[config.mk]
export PLATFORM = sky130hd
export DESIGN_NAME = protobuf_field_scanner_core
export DESIGN_NICKNAME = d
export VERILOG_FILES = /design/src/sv/pbfs_pkg.sv /design/src/sv/protobuf_field_scanner_core.sv /design/src/sv/pbfs_parser.sv /design/src/sv/pbfs_out_fifo.sv
export SDC_FILE = /design/constraint.sdc
export NUM_CORES = 2
export LEC_CHECK = 0
export BUFFER_PORTS_ARGS = -buffer_cell sky130_fd_sc_hd__buf_2
export CORE_UTILIZATION = 40
export CTS_CLUSTER_SIZE = 25
export DETAILED_ROUTE_END_ITERATION = 16
export PLACE_DENSITY = 0.62
export REMOVE_ABC_BUFFERS = 1
export SETUP_SLACK_MARGIN = 0.1
export SYNTH_ARGS = -nofsm -noshare
export SYNTH_HDL_FRONTEND = slang
export SYNTH_SLANG_ARGS = --single-unit
export TNS_END_PERCENT = 100
[constraint.sdc]
create_clock -name i_clk -period 4.2 [get_ports i_clk]
set_input_delay 0.84 -clock i_clk [delete_from_list [all_inputs] [get_ports i_clk]]
set_output_delay 0.84 -clock i_clk [all_outputs]
set_load 0.01 [all_outputs]
[src/sv/pbfs_pkg.sv]
// ============================================================================
// Protobuf field scanner package
// Shared record types, status codes and sizing constants for the scanner.
// ============================================================================
`timescale 1ns / 1ps
`default_nettype none

package pbfs_pkg;

    // Parse status codes carried in every record.
    localparam logic [1:0] ST_OK        = 2'd0;
    localparam logic [1:0] ST_TRUNCATED = 2'd1;
    localparam logic [1:0] ST_BAD_WTYPE = 2'd2;
    localparam logic [1:0] ST_LONG_VINT = 2'd3;

    // Record kinds.
    localparam logic KIND_FIELD   = 1'b0;
    localparam logic KIND_VERDICT = 1'b1;

    // Wire types that the scanner accepts.
    localparam logic [2:0] WT_VARINT  = 3'd0;
    localparam logic [2:0] WT_FIXED64 = 3'd1;
    localparam logic [2:0] WT_LEN     = 3'd2;
    localparam logic [2:0] WT_FIXED32 = 3'd5;

    // A varint has at most ten bytes; the tenth byte has digit index nine.
    localparam logic [3:0] DIGIT_LAST = 4'd9;

    // Depth of the result queue and the packed width of the result data.
    localparam int unsigned OUT_DEPTH   = 4;
    localparam int unsigned OUT_TDATA_W = 136;

    typedef struct packed {
        logic        kind;
        logic [31:0] field_number;
        logic [2:0]  wire_type;
        logic [63:0] varint_value;
        logic [15:0] payload_offset;
        logic [16:0] payload_length;
        logic [1:0]  parse_status;
        logic        all_fields_match;
        logic        final_record;
    } t_record;

    localparam t_record REC_ZERO = '0;

    // Results of one byte: an optional field or error record, then an
    // optional verdict.
    typedef struct packed {
        logic    push0;
        t_record rec0;
        logic    push1;
        t_record rec1;
    } t_result_set;

    typedef enum logic [4:0] {
        PH_KEY   = 5'b00001,
        PH_VALUE = 5'b00010,
        PH_LEN   = 5'b00100,
        PH_SKIP  = 5'b01000,
        PH_DRAIN = 5'b10000
    } t_phase;

endpackage

`default_nettype wire

[src/sv/protobuf_field_scanner_core.sv]
// ============================================================================
// Protobuf field scanner core
// Byte-stream parser for protobuf wire format with per-buffer verdict.
// ============================================================================
// The scanner takes one byte of an encoded buffer per request and reports
// every completed field as a record: field number, wire type, the decoded
// value of a varint field, or the offset and length of a fixed64, fixed32 or
// length-delimited payload, which is skipped. A varint longer than ten bytes,
// an unsupported wire type, a length larger than MAX_BUFFER_BYTES or a
// buffer that ends inside a field yields an error record, and the rest of
// that buffer is ignored. The last byte of a buffer (marked by tlast) also
// yields a verdict record that says whether at least one field was seen,
// every field was length-delimited with the configured field number and no
// error occurred. A byte is registered, parsed from that register and its
// records enter a four-entry result queue, so a new byte is taken in every
// cycle as long as the queue has room for two records. An accepted byte's
// records reach the output through the input register and the result queue.
// ============================================================================
`timescale 1ns / 1ps
`default_nettype none

module protobuf_field_scanner_core #(
    parameter int unsigned MAX_BUFFER_BYTES = 65536
) (
    input  wire logic                              i_clk,
    input  wire logic                              i_rst_n,
    // Expected field number for the verdict.
    input  wire logic                              i_cfg_wr_en,
    input  wire logic [31:0]                       i_cfg_wr_data,
    // Byte stream in.
    input  wire logic                              s_axis_tvalid,
    output logic                                   s_axis_tready,
    input  wire logic [7:0]                        s_axis_tdata,   // data_byte
    input  wire logic                              s_axis_tlast,   // end_of_buffer
    // Records out.
    output logic                                   m_axis_tvalid,
    input  wire logic                              m_axis_tready,
    // field_number[31:0], wire_type[34:32], varint_value[98:35],
    // payload_offset[114:99], payload_length[131:115], parse_status[133:132],
    // all_fields_match[134], zero pad[135]
    output logic [pbfs_pkg::OUT_TDATA_W-1:0]       m_axis_tdata,
    output logic                                   m_axis_tuser,   // record_kind
    output logic                                   m_axis_tlast    // final_record
);
    import pbfs_pkg::*;

    t_result_set w_results;
    logic        w_room;
    t_record     w_rec;

    // Parser: input register, parse state and record building.
    pbfs_parser #(
        .MAX_BUFFER_BYTES (MAX_BUFFER_BYTES)
    ) u_parser (
        .i_clk         (i_clk),
        .i_rst_n       (i_rst_n),
        .i_in_valid    (s_axis_tvalid),
        .o_in_ready    (s_axis_tready),
        .i_in_byte     (s_axis_tdata),
        .i_in_eob      (s_axis_tlast),
        .i_cfg_wr_en   (i_cfg_wr_en),
        .i_cfg_wr_data (i_cfg_wr_data),
        .i_out_room    (w_room),
        .o_results     (w_results)
    );

    // Result queue: decouples the parser from output back-pressure and
    // absorbs the extra verdict record at the end of a buffer.
    pbfs_out_fifo u_out_fifo (
        .i_clk     (i_clk),
        .i_rst_n   (i_rst_n),
        .i_results (w_results),
        .o_room    (w_room),
        .o_valid   (m_axis_tvalid),
        .i_ready   (m_axis_tready),
        .o_rec     (w_rec)
    );

    assign m_axis_tdata = {1'b0, w_rec.all_fields_match, w_rec.parse_status,
                           w_rec.payload_length, w_rec.payload_offset,
                           w_rec.varint_value, w_rec.wire_type, w_rec.field_number};
    assign m_axis_tuser = w_rec.kind;
    assign m_axis_tlast = w_rec.final_record;

    // A verdict is always the last record caused by its byte.
    a_verdict_final: assert property (@(posedge i_clk) disable iff (!i_rst_n)
        (m_axis_tvalid && m_axis_tuser == KIND_VERDICT) |-> m_axis_tlast)
        else $error("verdict record not marked final");

    // A positive verdict can only come from a buffer without errors.
    a_match_no_error: assert property (@(posedge i_clk) disable iff (!i_rst_n)
        (m_axis_tvalid && m_axis_tuser == KIND_VERDICT && m_axis_tdata[134])
        |-> (m_axis_tdata[133:132] == ST_OK))
        else $error("positive verdict with error status");

    // Field records and error records never claim a match.
    a_field_no_match: assert property (@(posedge i_clk) disable iff (!i_rst_n)
        (m_axis_tvalid && m_axis_tuser == KIND_FIELD) |-> !m_axis_tdata[134])
        else $error("match flag set in a field record");

    // The input stalls only while results are waiting at the output.
    a_stall_cause: assert property (@(posedge i_clk) disable iff (!i_rst_n)
        !s_axis_tready |-> m_axis_tvalid)
        else $error("input stalled with empty output");

endmodule

`default_nettype wire

[src/sv/pbfs_parser.sv]
// ============================================================================
// Protobuf field scanner parser
// Input register, per-byte parse state and the record building logic.
// ============================================================================
`timescale 1ns / 1ps
`default_nettype none

module pbfs_parser #(
    parameter int unsigned MAX_BUFFER_BYTES = 65536
) (
    input  wire logic                 i_clk,
    input  wire logic                 i_rst_n,
    input  wire logic                 i_in_valid,
    output logic                      o_in_ready,
    input  wire logic [7:0]           i_in_byte,
    input  wire logic                 i_in_eob,
    input  wire logic                 i_cfg_wr_en,
    input  wire logic [31:0]          i_cfg_wr_data,
    input  wire logic                 i_out_room,
    output pbfs_pkg::t_result_set     o_results
);
    import pbfs_pkg::*;

    localparam int unsigned POS_W = $clog2(MAX_BUFFER_BYTES + 1);

    // Input register.
    logic             r_in_vld;
    logic [7:0]       r_in_byte;
    logic             r_in_eob;

    // Parse state.
    logic [31:0]      r_expected;
    t_phase           r_phase,   n_phase;
    logic [63:0]      r_acc,     n_acc;
    logic [3:0]       r_cnt,     n_cnt;
    logic [POS_W-1:0] r_pos,     n_pos;
    logic [31:0]      r_fn,      n_fn;
    logic [2:0]       r_wt,      n_wt;
    logic [POS_W-1:0] r_skip,    n_skip;
    logic [15:0]      r_pstart,  n_pstart;
    logic [POS_W-1:0] r_psize,   n_psize;
    logic             r_seen,    n_seen;
    logic             r_match,   n_match;
    logic [1:0]       r_err,     n_err;

    logic             w_adv;
    logic [6:0]       w_shamt;
    logic [63:0]      w_acc_new;
    logic [31:0]      w_pos_inc;
    logic [31:0]      w_psize_ext;
    logic [POS_W-1:0] w_dec;
    logic             w_fin;
    logic [63:0]      w_fin_val;
    logic [15:0]      w_fin_off;
    logic [16:0]      w_fin_len;
    logic             w_raise;
    logic [1:0]       w_raise_code;
    logic             w_v0, w_v1;
    t_record          w_r0, w_r1;

    assign w_adv      = r_in_vld && i_out_room;
    assign o_in_ready = !r_in_vld || w_adv;

    assign w_shamt     = 7'(r_cnt) * 7'd7;
    assign w_acc_new   = r_acc | (64'(r_in_byte[6:0]) << w_shamt);
    assign w_pos_inc   = 32'(r_pos) + 32'd1;
    assign w_psize_ext = 32'(r_psize);
    assign w_dec       = (r_skip != '0) ? r_skip - POS_W'(1) : '0;

    always_comb begin
        n_phase      = r_phase;
        n_acc        = r_acc;
        n_cnt        = r_cnt;
        n_fn         = r_fn;
        n_wt         = r_wt;
        n_skip       = r_skip;
        n_pstart     = r_pstart;
        n_psize      = r_psize;
        n_seen       = r_seen;
        n_match      = r_match;
        n_err        = r_err;
        n_pos        = (r_pos < POS_W'(MAX_BUFFER_BYTES)) ? r_pos + POS_W'(1) : r_pos;
        w_fin        = 1'b0;
        w_fin_val    = '0;
        w_fin_off    = '0;
        w_fin_len    = '0;
        w_raise      = 1'b0;
        w_raise_code = ST_OK;
        w_v0         = 1'b0;
        w_v1         = 1'b0;
        w_r0         = REC_ZERO;
        w_r1         = REC_ZERO;

        case (r_phase)
            PH_KEY, PH_VALUE, PH_LEN: begin
                if (r_in_byte[7]) begin
                    if (r_cnt == DIGIT_LAST) begin
                        w_raise      = 1'b1;
                        w_raise_code = ST_LONG_VINT;
                    end else begin
                        n_acc = w_acc_new;
                        n_cnt = r_cnt + 4'd1;
                    end
                end else begin
                    n_acc = '0;
                    n_cnt = '0;
                    if (r_phase == PH_KEY) begin
                        n_fn = w_acc_new[34:3];
                        n_wt = w_acc_new[2:0];
                        case (w_acc_new[2:0])
                            WT_VARINT: n_phase = PH_VALUE;
                            WT_LEN:    n_phase = PH_LEN;
                            WT_FIXED64, WT_FIXED32: begin
                                n_skip   = (w_acc_new[2:0] == WT_FIXED64) ?
                                           POS_W'(8) : POS_W'(4);
                                n_psize  = n_skip;
                                n_pstart = w_pos_inc[15:0];
                                n_phase  = PH_SKIP;
                            end
                            default: begin
                                w_raise      = 1'b1;
                                w_raise_code = ST_BAD_WTYPE;
                            end
                        endcase
                    end else if (r_phase == PH_VALUE) begin
                        w_fin     = 1'b1;
                        w_fin_val = w_acc_new;
                    end else if (w_acc_new > 64'(MAX_BUFFER_BYTES)) begin
                        // A length that no buffer can hold is a truncation.
                        w_raise      = 1'b1;
                        w_raise_code = ST_TRUNCATED;
                    end else if (w_acc_new == 64'd0) begin
                        w_fin     = 1'b1;
                        w_fin_off = w_pos_inc[15:0];
                    end else begin
                        n_skip   = w_acc_new[POS_W-1:0];
                        n_psize  = w_acc_new[POS_W-1:0];
                        n_pstart = w_pos_inc[15:0];
                        n_phase  = PH_SKIP;
                    end
                end
            end
            PH_SKIP: begin
                n_skip = w_dec;
                if (w_dec == '0) begin
                    w_fin     = 1'b1;
                    w_fin_off = r_pstart;
                    w_fin_len = w_psize_ext[16:0];
                end
            end
            default: ;
        endcase

        if (w_fin) begin
            w_v0                = 1'b1;
            w_r0.kind           = KIND_FIELD;
            w_r0.field_number   = r_fn;
            w_r0.wire_type      = r_wt;
            w_r0.varint_value   = w_fin_val;
            w_r0.payload_offset = w_fin_off;
            w_r0.payload_length = w_fin_len;
            n_seen              = 1'b1;
            if (r_fn != r_expected || r_wt != WT_LEN) begin
                n_match = 1'b0;
            end
            n_fn    = '0;
            n_wt    = '0;
            n_phase = PH_KEY;
        end

        if (w_raise) begin
            w_v0              = 1'b1;
            w_r0.field_number = n_fn;
            w_r0.wire_type    = n_wt;
            w_r0.parse_status = w_raise_code;
            n_err             = w_raise_code;
            n_phase           = PH_DRAIN;
        end

        if (r_in_eob) begin
            if (n_phase != PH_DRAIN && !(n_phase == PH_KEY && n_cnt == '0)) begin
                w_v0              = 1'b1;
                w_r0.field_number = n_fn;
                w_r0.wire_type    = n_wt;
                w_r0.parse_status = ST_TRUNCATED;
                n_err             = ST_TRUNCATED;
            end
            w_v1                  = 1'b1;
            w_r1.kind             = KIND_VERDICT;
            w_r1.parse_status     = n_err;
            w_r1.all_fields_match = n_seen && n_match && (n_err == ST_OK);
            w_r1.final_record     = 1'b1;
            // Start the next buffer from a clean slate.
            n_phase  = PH_KEY;
            n_acc    = '0;
            n_cnt    = '0;
            n_pos    = '0;
            n_fn     = '0;
            n_wt     = '0;
            n_skip   = '0;
            n_pstart = '0;
            n_psize  = '0;
            n_seen   = 1'b0;
            n_match  = 1'b1;
            n_err    = ST_OK;
        end else begin
            w_r0.final_record = 1'b1;
        end
    end

    always_comb begin
        o_results.push0 = w_adv && w_v0;
        o_results.rec0  = w_r0;
        o_results.push1 = w_adv && w_v1;
        o_results.rec1  = w_r1;
    end

    always_ff @(posedge i_clk) begin
        if (i_in_valid && o_in_ready) begin
            r_in_byte <= i_in_byte;
            r_in_eob  <= i_in_eob;
        end
    end

    always_ff @(posedge i_clk) begin
        if (!i_rst_n) begin
            r_in_vld   <= 1'b0;
            r_expected <= '0;
            r_phase    <= PH_KEY;
            r_acc      <= '0;
            r_cnt      <= '0;
            r_pos      <= '0;
            r_fn       <= '0;
            r_wt       <= '0;
            r_skip     <= '0;
            r_pstart   <= '0;
            r_psize    <= '0;
            r_seen     <= 1'b0;
            r_match    <= 1'b1;
            r_err      <= ST_OK;
        end else begin
            if (i_in_valid && o_in_ready) begin
                r_in_vld <= 1'b1;
            end else if (w_adv) begin
                r_in_vld <= 1'b0;
            end
            if (i_cfg_wr_en) begin
                r_expected <= i_cfg_wr_data;
            end
            if (w_adv) begin
                r_phase  <= n_phase;
                r_acc    <= n_acc;
                r_cnt    <= n_cnt;
                r_pos    <= n_pos;
                r_fn     <= n_fn;
                r_wt     <= n_wt;
                r_skip   <= n_skip;
                r_pstart <= n_pstart;
                r_psize  <= n_psize;
                r_seen   <= n_seen;
                r_match  <= n_match;
                r_err    <= n_err;
            end
        end
    end

endmodule

`default_nettype wire

[src/sv/pbfs_out_fifo.sv]
// ============================================================================
// Protobuf field scanner result queue
// Small queue that takes up to two records a cycle and hands out one.
// ============================================================================
`timescale 1ns / 1ps
`default_nettype none

module pbfs_out_fifo (
    input  wire logic                  i_clk,
    input  wire logic                  i_rst_n,
    input  wire pbfs_pkg::t_result_set i_results,
    output logic                       o_room,
    output logic                       o_valid,
    input  wire logic                  i_ready,
    output pbfs_pkg::t_record          o_rec
);
    import pbfs_pkg::*;

    localparam int unsigned PTR_W = $clog2(OUT_DEPTH);
    localparam int unsigned CNT_W = $clog2(OUT_DEPTH + 1);

    t_record           r_mem [OUT_DEPTH];
    logic [PTR_W-1:0]  r_wr_ptr, n_wr_ptr;
    logic [PTR_W-1:0]  r_rd_ptr;
    logic [CNT_W-1:0]  r_count, n_count;
    logic [PTR_W-1:0]  w_wr_ptr1;
    logic              w_pop;

    assign o_valid   = (r_count != '0);
    assign o_rec     = r_mem[r_rd_ptr];
    assign w_pop     = o_valid && i_ready;
    // The parser only moves on when a whole pair of records fits.
    assign o_room    = (r_count <= CNT_W'(OUT_DEPTH - 2));
    assign w_wr_ptr1 = i_results.push0 ? r_wr_ptr + PTR_W'(1) : r_wr_ptr;

    always_comb begin
        n_wr_ptr = w_wr_ptr1;
        if (i_results.push1) begin
            n_wr_ptr = w_wr_ptr1 + PTR_W'(1);
        end
        n_count = r_count + CNT_W'(i_results.push0) + CNT_W'(i_results.push1)
                  - CNT_W'(w_pop);
    end

    always_ff @(posedge i_clk) begin
        if (i_results.push0) begin
            r_mem[r_wr_ptr] <= i_results.rec0;
        end
        if (i_results.push1) begin
            r_mem[w_wr_ptr1] <= i_results.rec1;
        end
    end

    always_ff @(posedge i_clk) begin
        if (!i_rst_n) begin
            r_wr_ptr <= '0;
            r_rd_ptr <= '0;
            r_count  <= '0;
        end else begin
            r_wr_ptr <= n_wr_ptr;
            r_count  <= n_count;
            if (w_pop) begin
                r_rd_ptr <= r_rd_ptr + PTR_W'(1);
            end
        end
    end

endmodule

`default_nettype wire
==> run_results.csv <==
group,metric,value,unit
power_and_ir_drop,power.leakage,0.0166,uW
setup_path,endpoint_kind,"flop",
setup_path,critPathKind,"flop to flop",
route,wl,117,mm
grt,grt_overflow,0,
sta,hold_viol_final,0,
setup_path,r2r_setup_slack,200,ps
grt,antenna_found_initial,3,
final_layout,fillers,8632,
clock_network,cts.sinks,778,
grt,grt_max_degree,209,
clock_network,cts_hold_buf,0,
sta,setup_viol,0,
final_layout,syn_to_final_growth,16.4,%
sta,min_period,4000,ps
min_path,hold_depth,1,
sta,hold_ws,387,ps
placement,io_buffers,184,
route,avgRoutedWirePerCell,22.1,um
sta,skew,28.8,ps
power_and_ir_drop,clock_power_share,0.344,
synthesis,ys_seq_area_frac,0.425,
route,vias_per_cell,5.85,
setup_path,crit_fanout,14,
sta,rsz0062_at_grt,"no",
floorplan,dieArea,94400,um2
route,antenna_left,0,
synthesis,synth_area,37300,um2
synthesis,async_reset_ff_frac,0,
route,dr.pass1.iters,6,
floorplan,die_w,307,um
clock_network,cts_tree,"built",
floorplan,core,91900,um2
placement,dpl.hpwl,72.6,mm
power_and_ir_drop,p_int,15400,uW
sta,worst_pin_slew,1280,ps
setup_path,worstPathArrival,4530,ps
power_and_ir_drop,pwr-share-comb,0.271,
floorplan,rows,111,
synthesis,syn_inst,3933,
setup_path,start_kind,"flop",
route,drt_iter0_markers,2595,
grt,grt_usage,0.241,
grt,grt_pass1_vias,29900,
route,vias,31000,
sta,relSlewSlack,0.146,
clock_network,clk_latency,650,ps
clock_network,cts.reportedPaths.clkPinSlew,60,ps
clock_network,numCtsBuffers,83,
synthesis,synthDistinctLibCells,78,
synthesis,yosysWarnings,0,
sta,fin_crit_sh,0.953,
clock_network,cts_root_buf,"clkbuf_16",
final_layout,nets,4051,
sta,max_freq,250,MHz
power_and_ir_drop,finalPower,22700,uW
route,post-route-drc-count,0,
setup_path,cp_data_required_time,4730,ps
floorplan,io_pins,186,
power_and_ir_drop,powerDensity,523,nW/um2
clock_network,cts.path.max_buffers,3,
setup_path,r2r_cells,15,
power_and_ir_drop,switchingPower,7260,uW
final_layout,drive_above_1_share,0.177,
placement,gp_congestion,0.911,
outcome,status,"finished, final reports clean",
min_path,holdCritPathClass,"primary input to flop",
sta,slew_viol_final,0,
synthesis,synth.avg_cell_area,9.48,um2
power_and_ir_drop,swShare,0.320,
synthesis,ys_ff_latch,778,
job,drv_cap,0,
final_layout,final_common_cell,"dfxtp_1",
synthesis,synth_ff_type,"dfxtp_1",
synthesis,synth_edf_count,29,
floorplan,initial_core_util,0.406,
floorplan,die_y,307,um
grt,grt_pass1_wl,180,mm
final_layout,layout_common_cells,"dfxtp_1 (745), nand2_1 (414), mux2i_1 (357)",
final_layout,multi_input_area,20000,um2
clock_network,htreeDepth,3,
power_and_ir_drop,p_seq_frac,0.386,
final_layout,seqCellArea,15900,um2
power_and_ir_drop,ir_drop,298,uV
## critical path: stages (launching register included)
cell and delay [ps]:
dfxtp_1 370, buf_4 220, and2_1 190, nor4_2 160, o21ai_0 140, or4_4 590
or3_4 410, a21oi_4 220, o211ai_4 130, and2_4 230, xnor2_1 160, ha_1 210
a21o_1 170, fa_1 410, xnor2_1 140, and2_1 150
## power groups by stage
stage	Combinational, uW	Sequential [uW]	Clock, uW
after floorplan	3650	9030	0
after global placement	5910	8870	0
after detailed placement	5970	8890	0
after CTS	6020	8740	7930
after global routing	6570	8850	8230
final	6140	8760	7800
## cell usage after synthesis (11+ instances only)
cell type	n	area [um2]
a211oi_1	206	1550
a21boi_0	24	180
a21o_1	35	263
a21oi_1	166	831
a22o_1	33	289
a22oi_1	40	300
a31oi_1	224	1400
and2_1	42	263
and3_1	13	81.3
buf_1	28	105
buf_2	54	270
buf_6	14	158
clkbuf_1	295	1110
dfxtp_1	749	15000
edfxtp_1	29	871
ha_1	15	188
mux2i_1	357	3570
mux4_2	137	3090
nand2_1	414	1550
nand2b_1	136	851
nand3_1	240	1200
nand3b_1	14	105
nand4_1	13	81.3
nor2_1	134	503
nor2b_1	145	907
nor3_1	69	345
nor4_1	25	156
o21ai_0	73	365
o22ai_1	15	93.8
o31ai_1	11	82.6
xnor2_1	29	254
xor2_1	38	333
## metal layers
| layer | vias up | GRT usage | wire length, um |
|---|---|---|---|
| li1 | 14400 | - | - |
| met1 | 15200 | 0.326 | 51000 |
| met2 | 1124 | 0.388 | 54400 |
| met3 | 227 | 0.0291 | 6910 |
| met4 | 0 | 0.105 | 4720 |
| met5 | - | 0 | 0 |
## registers in the layout, summed over array words and instances (netlist names), 8 cells and up, named ones only
register,flops
u_parser.r_skip,17
u_parser.r_in_byte,8
u_parser.r_pstart,16
u_parser.r_pos,17
u_parser.r_psize,17
u_parser.r_expected,32
u_parser.r_fn,32
u_out_fifo.r_mem,548
u_parser.r_acc,64
## stage by stage
stage	util	setup TNS (ps)	instances	cell area [um2]	setup slack (ps)
floorplan	-	-8065470	3530	35600	-13400
global placement	0.437	-15540	5130	40200	-147
detailed placement	0.437	-23910	5130	40200	-193
CTS	0.470	0	5283	43200	97.2
global route	0.472	0	5292	43400	72.9
finish	0.472	0	5292	43400	195
## worst paths after layout
kind                            from                      end
max                u_parser.r_cnt[0]    u_out_fifo.r_count[2]
min                  s_axis_tdata[5]    u_parser.r_in_byte[5]
max reg2reg        u_parser.r_cnt[0]    u_out_fifo.r_count[2]
min reg2reg  u_out_fifo.r_mem[2][19]  u_out_fifo.r_mem[2][19]
## layout make-up
cell class / instances / share of cell area
Antenna cell: 1 / 0.0000577
Clock buffer: 114 / 0.0545
Clock inverter: 30 / 0.0115
Inverter: 15 / 0.00130
Multi-Input combinational cell: 2737 / 0.460
Sequential cell: 778 / 0.366
Tap cell: 1243 / 0.0358
Timing Repair Buffer: 374 / 0.0711
## logic make-up (layout without fill, tap and decap cells)
kind of cell | count (synthesis) | after routing | share of synthesized area
AO/OA/AOI/OAI | 879 | 879 | 0.156
XOR/XNOR | 67 | 67 | 0.0157
adder cells (fa/ha/maj) | 16 | 16 | 0.00557
buffers and inverters | 418 | 533 | 0.0478
flip-flops | 778 | 778 | 0.425
multiplexers | 494 | 494 | 0.179
other | 1 | 2 | 0.000101
AND/OR/NAND/NOR | 1280 | 1280 | 0.170
## repair_timing
| item | in CTS | in global routing |
|---|---|---|
| endpoints found under the setup margin | 561 | 566 |
| cloned | 3 | 2 |
| pin swaps | 0 | 5 |
| buffers inserted | 6 | 6 |
| gates resized for setup | 14 | 18 |
Power figures use the tool's default switching activity.
